**src/motor_soft_start_ramp_assert.svh**
```systemverilog
// Assertion macros shared by the motor soft-start ramp RTL.
`ifndef MOTOR_SOFT_START_RAMP_ASSERT_SVH
`define MOTOR_SOFT_START_RAMP_ASSERT_SVH

// Same-cycle implication, checked at every rising edge outside reset.
`define MSSR_ASSERT_IMPL(lbl, clk, rst_n, ante, cons, msg) \
  lbl: assert property (@(posedge clk) disable iff (!rst_n) (ante) |-> (cons)) \
    else $error(msg);

// Next-cycle implication.
`define MSSR_ASSERT_NEXT(lbl, clk, rst_n, ante, cons, msg) \
  lbl: assert property (@(posedge clk) disable iff (!rst_n) (ante) |=> (cons)) \
    else $error(msg);

`endif

```
**src/mssr_pkg.sv**
```systemverilog
// Package: widths, register codes, reset values and phase codes of the ramp block.
package mssr_pkg;

  localparam int unsigned TIME_W     = 32;
  localparam int unsigned CMP_W      = 16;
  localparam int unsigned PHASE_W    = 2;
  localparam int unsigned CFG_IDX_W  = 3;
  localparam int unsigned CFG_DATA_W = 32;
  localparam int unsigned PROD_W     = 2 * CMP_W;

  // quotient bits resolved per divider stage (must divide CMP_W)
  localparam int unsigned DIV_BITS = 4;

  localparam logic [TIME_W-1:0] START_RST   = 32'd0;
  localparam logic [CMP_W-1:0]  WAIT_RST    = 16'd0;
  localparam logic [CMP_W-1:0]  RAMP_RST    = 16'd1000;
  localparam logic [TIME_W-1:0] TIMEOUT_RST = 32'd30000;
  localparam logic [CMP_W-1:0]  TARGET_RST  = 16'd0;
  localparam logic [CMP_W-1:0]  PERIOD_RST  = 16'd999;

  typedef enum logic [CFG_IDX_W-1:0] {
    CFG_START   = 3'd0,
    CFG_WAIT    = 3'd1,
    CFG_RAMP    = 3'd2,
    CFG_TIMEOUT = 3'd3,
    CFG_TARGET  = 3'd4,
    CFG_PERIOD  = 3'd5
  } cfg_idx_e;

  typedef enum logic [PHASE_W-1:0] {
    PH_WAIT    = 2'd0,
    PH_RAMP    = 2'd1,
    PH_CRUISE  = 2'd2,
    PH_TIMEOUT = 2'd3
  } phase_e;

endpackage

```
**src/mssr_if.sv**
```systemverilog
// Interfaces: time stamp input, compare result output and register write channels.
interface mssr_in_if;
  logic                        valid;
  logic                        ready;
  logic [mssr_pkg::TIME_W-1:0] now_ms;
  modport source (output valid, output now_ms, input ready);
  modport sink   (input valid, input now_ms, output ready);
endinterface

interface mssr_out_if;
  logic                         valid;
  logic                         ready;
  logic [mssr_pkg::CMP_W-1:0]   compare_one;
  logic [mssr_pkg::CMP_W-1:0]   compare_two;
  logic [mssr_pkg::PHASE_W-1:0] phase;
  modport source (output valid, output compare_one, output compare_two, output phase,
                  input ready);
  modport sink   (input valid, input compare_one, input compare_two, input phase,
                  output ready);
endinterface

interface mssr_cfg_if;
  logic                            valid;
  logic                            ready;
  logic [mssr_pkg::CFG_IDX_W-1:0]  index;
  logic [mssr_pkg::CFG_DATA_W-1:0] data;
  modport source (output valid, output index, output data, input ready);
  modport sink   (input valid, input index, input data, output ready);
endinterface

```
**src/mssr_div_step.sv**
```systemverilog
// Divider slice: resolves Bits quotient bits of a restoring division.
module mssr_div_step #(
  parameter int unsigned Bits = mssr_pkg::DIV_BITS
) (
  input  logic [mssr_pkg::PROD_W-1:0] word_i,
  input  logic [mssr_pkg::CMP_W-1:0]  divisor_i,
  output logic [mssr_pkg::PROD_W-1:0] word_o
);
  import mssr_pkg::*;

  // word holds {partial remainder, dividend bits left / quotient bits so far}
  logic [PROD_W-1:0] w;
  logic [CMP_W:0]    r;
  logic [CMP_W:0]    t;

  always_comb begin
    w = word_i;
    r = '0;
    t = '0;
    for (int i = 0; i < Bits; i++) begin
      r = {w[PROD_W-1:CMP_W], w[CMP_W-1]};
      t = r - {1'b0, divisor_i};
      if (r >= {1'b0, divisor_i}) begin
        w = {t[CMP_W-1:0], w[CMP_W-2:0], 1'b1};
      end else begin
        w = {r[CMP_W-1:0], w[CMP_W-2:0], 1'b0};
      end
    end
    word_o = w;
  end

endmodule

```
**src/motor_soft_start_ramp.sv**
```systemverilog
// Motor soft-start ramp: time stamp in, two PWM compares and a phase code out.
//
// Each accepted now_ms item yields one result item, in order. The block is a
// stallable pipeline of 4 + 16/DivBits register stages (8 with the default
// DivBits of 4): elapsed time, schedule decode, 16x16 multiply, the restoring
// divide by ramp_ms in 16/DivBits slices of DivBits quotient bits each, then
// clamp and coast selection into the output register. One item enters per
// cycle while in_i.ready is high. When the sink stalls, items
// close up behind the output register and in_i.ready drops only once every
// stage holds an item. Registers are written through cfg_i (index 0 start
// time, 1 wait, 2 ramp, 3 run timeout, 4 target, 5 period; other indexes are
// ignored) and must only change while no item is in flight. cfg_i is always
// ready.
`include "motor_soft_start_ramp_assert.svh"

module motor_soft_start_ramp #(
  parameter int unsigned DivBits = mssr_pkg::DIV_BITS
) (
  input logic        clk_i,
  input logic        rst_ni,
  mssr_in_if.sink    in_i,
  mssr_out_if.source out_o,
  mssr_cfg_if.sink   cfg_i
);
  import mssr_pkg::*;

  localparam int unsigned DivStages = CMP_W / DivBits;
  localparam int unsigned NumStages = 4 + DivStages;
  localparam int unsigned DivFirst  = 3;
  localparam int unsigned Last      = NumStages - 1;

  // ---------------- configuration registers ----------------
  logic [TIME_W-1:0] start_q, timeout_q;
  logic [CMP_W-1:0]  wait_q, ramp_q, target_q, period_q;

  assign cfg_i.ready = 1'b1;

  always_ff @(posedge clk_i or negedge rst_ni) begin
    if (!rst_ni) begin
      start_q   <= START_RST;
      wait_q    <= WAIT_RST;
      ramp_q    <= RAMP_RST;
      timeout_q <= TIMEOUT_RST;
      target_q  <= TARGET_RST;
      period_q  <= PERIOD_RST;
    end else if (cfg_i.valid) begin
      unique case (cfg_i.index)
        CFG_START:   start_q   <= cfg_i.data;
        CFG_WAIT:    wait_q    <= cfg_i.data[CMP_W-1:0];
        CFG_RAMP:    ramp_q    <= cfg_i.data[CMP_W-1:0];
        CFG_TIMEOUT: timeout_q <= cfg_i.data;
        CFG_TARGET:  target_q  <= cfg_i.data[CMP_W-1:0];
        CFG_PERIOD:  period_q  <= cfg_i.data[CMP_W-1:0];
        default: ;  // unknown index: dropped
      endcase
    end
  end

  // ---------------- pipeline flow control ----------------
  // adv[k]: stage k may load this cycle (empty, or its item moves on)
  logic [NumStages-1:0] v_q;
  logic [NumStages-1:0] adv;

  assign adv[Last] = !v_q[Last] || out_o.ready;
  for (genvar k = 0; k < Last; k++) begin : g_adv
    assign adv[k] = !v_q[k] || adv[k+1];
  end

  assign in_i.ready = adv[0];

  always_ff @(posedge clk_i or negedge rst_ni) begin
    if (!rst_ni) begin
      v_q <= '0;
    end else begin
      if (adv[0]) begin
        v_q[0] <= in_i.valid;
      end
      for (int k = 1; k < NumStages; k++) begin
        if (adv[k]) begin
          v_q[k] <= v_q[k-1];
        end
      end
    end
  end

  // ---------------- stage 0: elapsed time ----------------
  logic [TIME_W-1:0] elapsed_q;

  always_ff @(posedge clk_i) begin
    if (adv[0]) begin
      elapsed_q <= in_i.now_ms - start_q;  // wraps modulo 2^32
    end
  end

  // ---------------- stage 1: schedule decode ----------------
  logic [TIME_W-1:0] moving;
  logic              waiting;
  phase_e            s1_phase_d, s1_phase_q;
  logic [CMP_W-1:0]  s1_mov_q;

  assign waiting = elapsed_q < {{(TIME_W-CMP_W){1'b0}}, wait_q};
  assign moving  = elapsed_q - {{(TIME_W-CMP_W){1'b0}}, wait_q};

  // timeout wins over ramp end
  always_comb begin
    priority if (waiting) begin
      s1_phase_d = PH_WAIT;
    end else if (moving >= timeout_q) begin
      s1_phase_d = PH_TIMEOUT;
    end else if (moving >= {{(TIME_W-CMP_W){1'b0}}, ramp_q}) begin
      s1_phase_d = PH_CRUISE;
    end else begin
      s1_phase_d = PH_RAMP;
    end
  end

  always_ff @(posedge clk_i) begin
    if (adv[1]) begin
      s1_phase_q <= s1_phase_d;
      s1_mov_q   <= moving[CMP_W-1:0];  // exact while ramping: moving < ramp_ms
    end
  end

  // ---------------- stage 2: target * moving ----------------
  phase_e            s2_phase_q;
  logic [PROD_W-1:0] s2_prod_q;

  always_ff @(posedge clk_i) begin
    if (adv[2]) begin
      s2_phase_q <= s1_phase_q;
      s2_prod_q  <= {{CMP_W{1'b0}}, target_q} * {{CMP_W{1'b0}}, s1_mov_q};
    end
  end

  // ---------------- divide stages ----------------
  // Product < target * ramp_ms, so the quotient fits CMP_W bits and the upper
  // half already lies below the divisor. Only the ramping phase uses it.
  phase_e            dv_phase_q [DivStages];
  logic [PROD_W-1:0] dv_word_q  [DivStages];
  logic [PROD_W-1:0] dv_in      [DivStages];
  logic [PROD_W-1:0] dv_out     [DivStages];
  phase_e            dv_phase_in[DivStages];

  for (genvar j = 0; j < DivStages; j++) begin : g_div
    if (j == 0) begin : g_head
      assign dv_in[j]       = s2_prod_q;
      assign dv_phase_in[j] = s2_phase_q;
    end else begin : g_body
      assign dv_in[j]       = dv_word_q[j-1];
      assign dv_phase_in[j] = dv_phase_q[j-1];
    end

    mssr_div_step #(
      .Bits(DivBits)
    ) u_step (
      .word_i   (dv_in[j]),
      .divisor_i(ramp_q),
      .word_o   (dv_out[j])
    );

    always_ff @(posedge clk_i) begin
      if (adv[DivFirst+j]) begin
        dv_word_q[j]  <= dv_out[j];
        dv_phase_q[j] <= dv_phase_in[j];
      end
    end
  end

  // ---------------- output stage: clamp and coast ----------------
  phase_e           fin_phase;
  logic [CMP_W-1:0] drive, clamped;
  logic [CMP_W-1:0] c1_q, c2_q;
  phase_e           ph_q;

  assign fin_phase = dv_phase_q[DivStages-1];

  always_comb begin
    unique case (fin_phase)
      PH_RAMP:   drive = dv_word_q[DivStages-1][CMP_W-1:0];
      PH_CRUISE: drive = target_q;
      default:   drive = '0;  // waiting or timed out
    endcase
    clamped = (drive > period_q) ? period_q : drive;
  end

  always_ff @(posedge clk_i) begin
    if (adv[Last]) begin
      ph_q <= fin_phase;
      if (clamped == '0) begin
        c1_q <= period_q;
        c2_q <= period_q;
      end else begin
        c1_q <= '0;
        c2_q <= clamped;
      end
    end
  end

  assign out_o.valid       = v_q[Last];
  assign out_o.compare_one = c1_q;
  assign out_o.compare_two = c2_q;
  assign out_o.phase       = ph_q;

  // ---------------- assertions ----------------
  `MSSR_ASSERT_IMPL(a_stall_full, clk_i, rst_ni, !in_i.ready,
                    $countones(v_q) == NumStages, "input stalled with a free stage")
  `MSSR_ASSERT_NEXT(a_accept_lands, clk_i, rst_ni, in_i.valid && in_i.ready,
                    v_q[0], "accepted item not captured")
  `MSSR_ASSERT_IMPL(a_coast_phase, clk_i, rst_ni,
                    out_o.valid && (ph_q == PH_WAIT || ph_q == PH_TIMEOUT),
                    c1_q == c2_q && c1_q == period_q, "no coast outside drive phases")
  `MSSR_ASSERT_IMPL(a_drive_form, clk_i, rst_ni, out_o.valid && c1_q != c2_q,
                    c1_q == '0 && c2_q <= period_q, "drive result malformed")

endmodule
```
**src/flat_wrapper.sv**
```systemverilog
// flat-port wrapper written by rule: the top's interface ports become plain ports
module motor_soft_start_ramp_flat import mssr_pkg::*;
#(
  parameter int unsigned DivBits = mssr_pkg::DIV_BITS
)
  (clk_i, rst_ni, in_i_valid, in_i_now_ms, in_i_ready, out_o_valid, out_o_compare_one, out_o_compare_two, out_o_phase, out_o_ready, cfg_i_valid, cfg_i_index, cfg_i_data, cfg_i_ready);
  mssr_in_if in_i_i ();
  mssr_out_if out_o_i ();
  mssr_cfg_if cfg_i_i ();
  input logic clk_i;
  input logic rst_ni;
  input wire logic [$bits(in_i_i.valid)-1:0] in_i_valid;
  input wire logic [$bits(in_i_i.now_ms)-1:0] in_i_now_ms;
  output wire logic [$bits(in_i_i.ready)-1:0] in_i_ready;
  output wire logic [$bits(out_o_i.valid)-1:0] out_o_valid;
  output wire logic [$bits(out_o_i.compare_one)-1:0] out_o_compare_one;
  output wire logic [$bits(out_o_i.compare_two)-1:0] out_o_compare_two;
  output wire logic [$bits(out_o_i.phase)-1:0] out_o_phase;
  input wire logic [$bits(out_o_i.ready)-1:0] out_o_ready;
  input wire logic [$bits(cfg_i_i.valid)-1:0] cfg_i_valid;
  input wire logic [$bits(cfg_i_i.index)-1:0] cfg_i_index;
  input wire logic [$bits(cfg_i_i.data)-1:0] cfg_i_data;
  output wire logic [$bits(cfg_i_i.ready)-1:0] cfg_i_ready;
  assign in_i_i.valid = in_i_valid;
  assign in_i_i.now_ms = in_i_now_ms;
  assign in_i_ready = in_i_i.ready;
  assign out_o_valid = out_o_i.valid;
  assign out_o_compare_one = out_o_i.compare_one;
  assign out_o_compare_two = out_o_i.compare_two;
  assign out_o_phase = out_o_i.phase;
  assign out_o_i.ready = out_o_ready;
  assign cfg_i_i.valid = cfg_i_valid;
  assign cfg_i_i.index = cfg_i_index;
  assign cfg_i_i.data = cfg_i_data;
  assign cfg_i_ready = cfg_i_i.ready;
  motor_soft_start_ramp #(.DivBits(DivBits)) u_core (.clk_i(clk_i), .rst_ni(rst_ni), .in_i(in_i_i), .out_o(out_o_i), .cfg_i(cfg_i_i));
endmodule
```
**config.mk**
```make
export PLATFORM = sky130hd
export DESIGN_NAME = motor_soft_start_ramp_flat
export DESIGN_NICKNAME = d
export VERILOG_FILES = /design/src/mssr_pkg.sv /design/src/mssr_if.sv /design/src/mssr_div_step.sv /design/src/motor_soft_start_ramp.sv /design/src/flat_wrapper.sv
export VERILOG_INCLUDE_DIRS = /design/src /design/src/src
export SDC_FILE = /design/constraint.sdc
export NUM_CORES = 2
export LEC_CHECK = 0
export BUFFER_PORTS_ARGS = -buffer_cell sky130_fd_sc_hd__buf_2
export CAP_MARGIN = 20
export CORE_ASPECT_RATIO = 0.8
export CORE_MARGIN = 5
export CORE_UTILIZATION = 60
export CTS_BUF_LIST = sky130_fd_sc_hd__clkbuf_8
export CTS_CLUSTER_DIAMETER = 100
export CTS_CLUSTER_SIZE = 40
export DETAILED_ROUTE_END_ITERATION = 8
export GPL_TIMING_DRIVEN = 0
export MAX_ROUTING_LAYER = met4
export PLACE_DENSITY = 0.8
export SETUP_SLACK_MARGIN = 0.1
export SYNTH_ARGS = -nofsm -noshare
export SYNTH_HDL_FRONTEND = slang
export SYNTH_SLANG_ARGS = --single-unit
```
**constraint.sdc**
```tcl
create_clock -name clk_i -period 11.3 [get_ports clk_i]
set_clock_uncertainty 0.1 [all_clocks]
set_input_delay 0.565 -clock clk_i [delete_from_list [all_inputs] [get_ports clk_i]]
set_output_delay 0.565 -clock clk_i [all_outputs]
set_load 0.1 [all_outputs]
```
==> metrics.cfg <==
[status]
status = finished, final reports clean

[global_route]
grt_use_total = 0.306
grt_max_degree = 82
gr-total-overflow = 0
grt_pass1_vias = 31600
grt_pass1_wl_microns = 170000
antenna_found_initial = 3

[logic_synthesis]
syn_area_per_cell_sq_um = 9.34
synth_seq_cells = 374
ys_types = 92
synth_common_cells = ha_1, inv_1, nand2_1, edfxtp_1, o21ai_0
yosys_warnings = 0
synth.top_cell.area_share = 0.181
synth-main-ff-cell = edfxtp_1
yosysMostFrequentCell = ha_1
syn_area_sq_um = 39500
netlist_instances = 4228
yosysTopAreaCell = edfxtp_1
synth.net_count = 4984
yosys-top-cells-area = edfxtp_1, ha_1, fa_1
async_flop_share = 0.364
synth_edf_count = 238
yosysSeqAreaShare = 0.268

[route]
num_vias = 33100
wire_per_inst_microns = 20.5
via_per_inst = 6.20
ant_nets = 0
dr.pass1.iters = 6
drc = 0
drt_iter0_drc = 3082
wirelength_microns = 109000

[placement]
place_inst = 5211
io_buffers = 106
gp_congestion = 1.01
hpwlAfterDp_microns = 83500
pre_cts_ws_ns = -2.75

[final_layout]
fin_cells = 5332
fin_nets = 5211
fillCellCount = 5120
area_growth_pct = 9.76
drive_above_1_share = 0.135
final_core_util = 0.662

[die]
io_pins = 109
core_sq_um = 65500
die_h_microns = 239
start_util = 0.603
die-area_sq_um = 71100
die_x_microns = 297
num_rows = 84

[sta]
period_share = 0.980
relSlewSlack = 0.349
finalSetupViolations = 0
slew_violations = 0
fmax_mhz = 90.3
fin_ws_ns = 0.221
tightest_slew_ns = 0.968
finalCriticalPeriod_ns = 11.08
hold_viol = 0

[critical_path]
start_kind = flop
worstPathArrival_ns = 11.43
crit_required_ns = 11.65
worstSetupEndpointType = flop
cp_common_cell = buf_6
r2r-start = u_core.ramp_q[3]
slowest_stage = dfstp_2
slowest_delay_ns = 0.59
path_max_fanout = 16
crit_end = u_core.dv_word_q[1][29]
r2r_end = u_core.dv_word_q[1][29]
rrSetupSlack_ns = 0.22
critPathKind = flop to flop
rr_worst_depth = 47
startpoint = u_core.ramp_q[3]

[cts]
cts_root_buffer = clkbuf_8
cts_tree = built
clockBufferDepth = 3
cts.sinks = 374
cts.clk_slew.worst_paths_ns = 0.22
clock_latency_ns = 0.69
numCtsBuffers = 17
htree_num_levels = 1

[flow_run]
drv_cap = 0

[hold_path]
hp-class = input port to flop

-- stage by stage --
step	setup TNS [ns]	hold WS, ns	instance area (sq um)
after floorplan	0	0.169	39500
after global placement	-93.62	0.300	41100
after detailed placement	-101.17	0.305	41600
after CTS	0	0.00226	42600
after global routing	-0.0875	0.0182	43300
final	0	0.0246	43300
-- logic make-up (layout without fill, tap and decap cells) --
kind of cell	Yosys count	count (layout)	share of synthesized area
AOI/OAI and AO/OA	936	936	0.154
xor gates and xnor gates	241	241	0.0535
muxes	221	221	0.0629
buffers and inverters	576	814	0.0562
other	1	7	0.0000950
DFF	374	374	0.268
and+or+nand+nor	1195	1195	0.148
adders and majority gates	684	684	0.257
-- critical path, delay by kind of cell, from the launching register on --
family	cells	cell delay [ns]
buffers and inverters	11	1.72
adder cells (fa/ha/maj)	4	1.20
flip-flops	1	0.59
multiplexers	3	0.91
AO/OA/AOI/OAI	20	3.91
AND/OR/NAND/NOR	9	2.39
-- area by class of cell --
cell class	count	area (sq um)	share of cell area
clock buffers	17	234	0.00540
diodes	6	15.0	0.000346
well taps	860	1080	0.0248
repair buffers	210	1700	0.0393
inverters	463	1810	0.0417
flip-flops and latches	374	10600	0.244
plain buffers	110	558	0.0129
repair inverters	1	5.00	0.000115
clock inverters	13	214	0.00494
multi-input cells	3278	27100	0.626
-- worst min path at each step --
| stage | startpoint | to | slack, ns | depth (start not counted) |
|---|---|---|---|---|
| floorplan | rst_ni | u_core.period_q[10] | 0.17 | 0 |
| global placement | u_core.s2_prod_q[0] | u_core.dv_word_q[0][4] | 0.30 | 0 |
| detailed placement | u_core.s2_prod_q[7] | u_core.dv_word_q[0][11] | 0.30 | 0 |
| CTS | cfg_i_data[16] | u_core.start_q[16] | 0.002 | 3 |
| global route | cfg_i_data[18] | u_core.start_q[18] | 0.02 | 3 |
| finish | cfg_i_data[26] | u_core.start_q[26] | 0.02 | 3 |
-- placed cells by master (no fill, tap or decap), types with 15 or more instances in the layout --
master / n
a211oi_1: 22
a21o_1: 119
a21oi_1: 216
a22o_1: 17
a22oi_1: 21
a31o_2: 15
a31oi_1: 23
and2_1: 123
and3_1: 25
buf_2: 109
buf_4: 82
clkbuf_1: 75
clkbuf_8: 17
clkinvlp_4: 17
dfrtp_1: 113
dfstp_2: 21
edfxtp_1: 238
fa_1: 211
ha_1: 463
inv_1: 444
mux2_2: 174
mux2i_1: 31
nand2_1: 414
nand2b_1: 47
nand3_1: 48
nand4_1: 61
nor2_1: 214
nor2b_1: 57
nor3_1: 79
nor4_1: 24
o211ai_1: 26
o21a_1: 51
o21ai_0: 222
o21bai_1: 30
or3_1: 21
xnor2_1: 163
xor2_1: 78
-- state kept, by name, summed over array words and instances (netlist names) --
register	count
u_core.out_o.compare_one	16
u_core.elapsed_q	32
u_core.s2_phase_q	2
u_core.s1_mov_q	16
u_core.out_o.phase	2
u_core.start_q	32
u_core.ramp_q	16
u_core.dv_word_q	112
u_core.s1_phase_q	2
u_core.v_q	8
u_core.out_o.compare_two	16
u_core.target_q	16
u_core.period_q	16
u_core.timeout_q	32
u_core.s2_prod_q	32
u_core.wait_q	16
u_core.dv_phase_q	8
-- layer usage --
metal,vias to the layer above,track usage,share of wire
li1,15400,-,-
met4,0,0.0778,0.033
met5,-,-,0
met3,269,0.0797,0.10
met1,16000,0.411,0.42
met2,1417,0.467,0.44
-- timing repair --
item,in CTS,in global routing
gates resized for setup,74,94
hold endpoints to repair,56,0
setup buffers,31,51
gates cloned,1,2
pin swaps,6,29
endpoints found under the setup margin,52,52
hold buffers,2,0
Power is left out: the tool's default activity adds up to more than one toggle a clock period on the data nets, which glitch-free logic cannot reach.
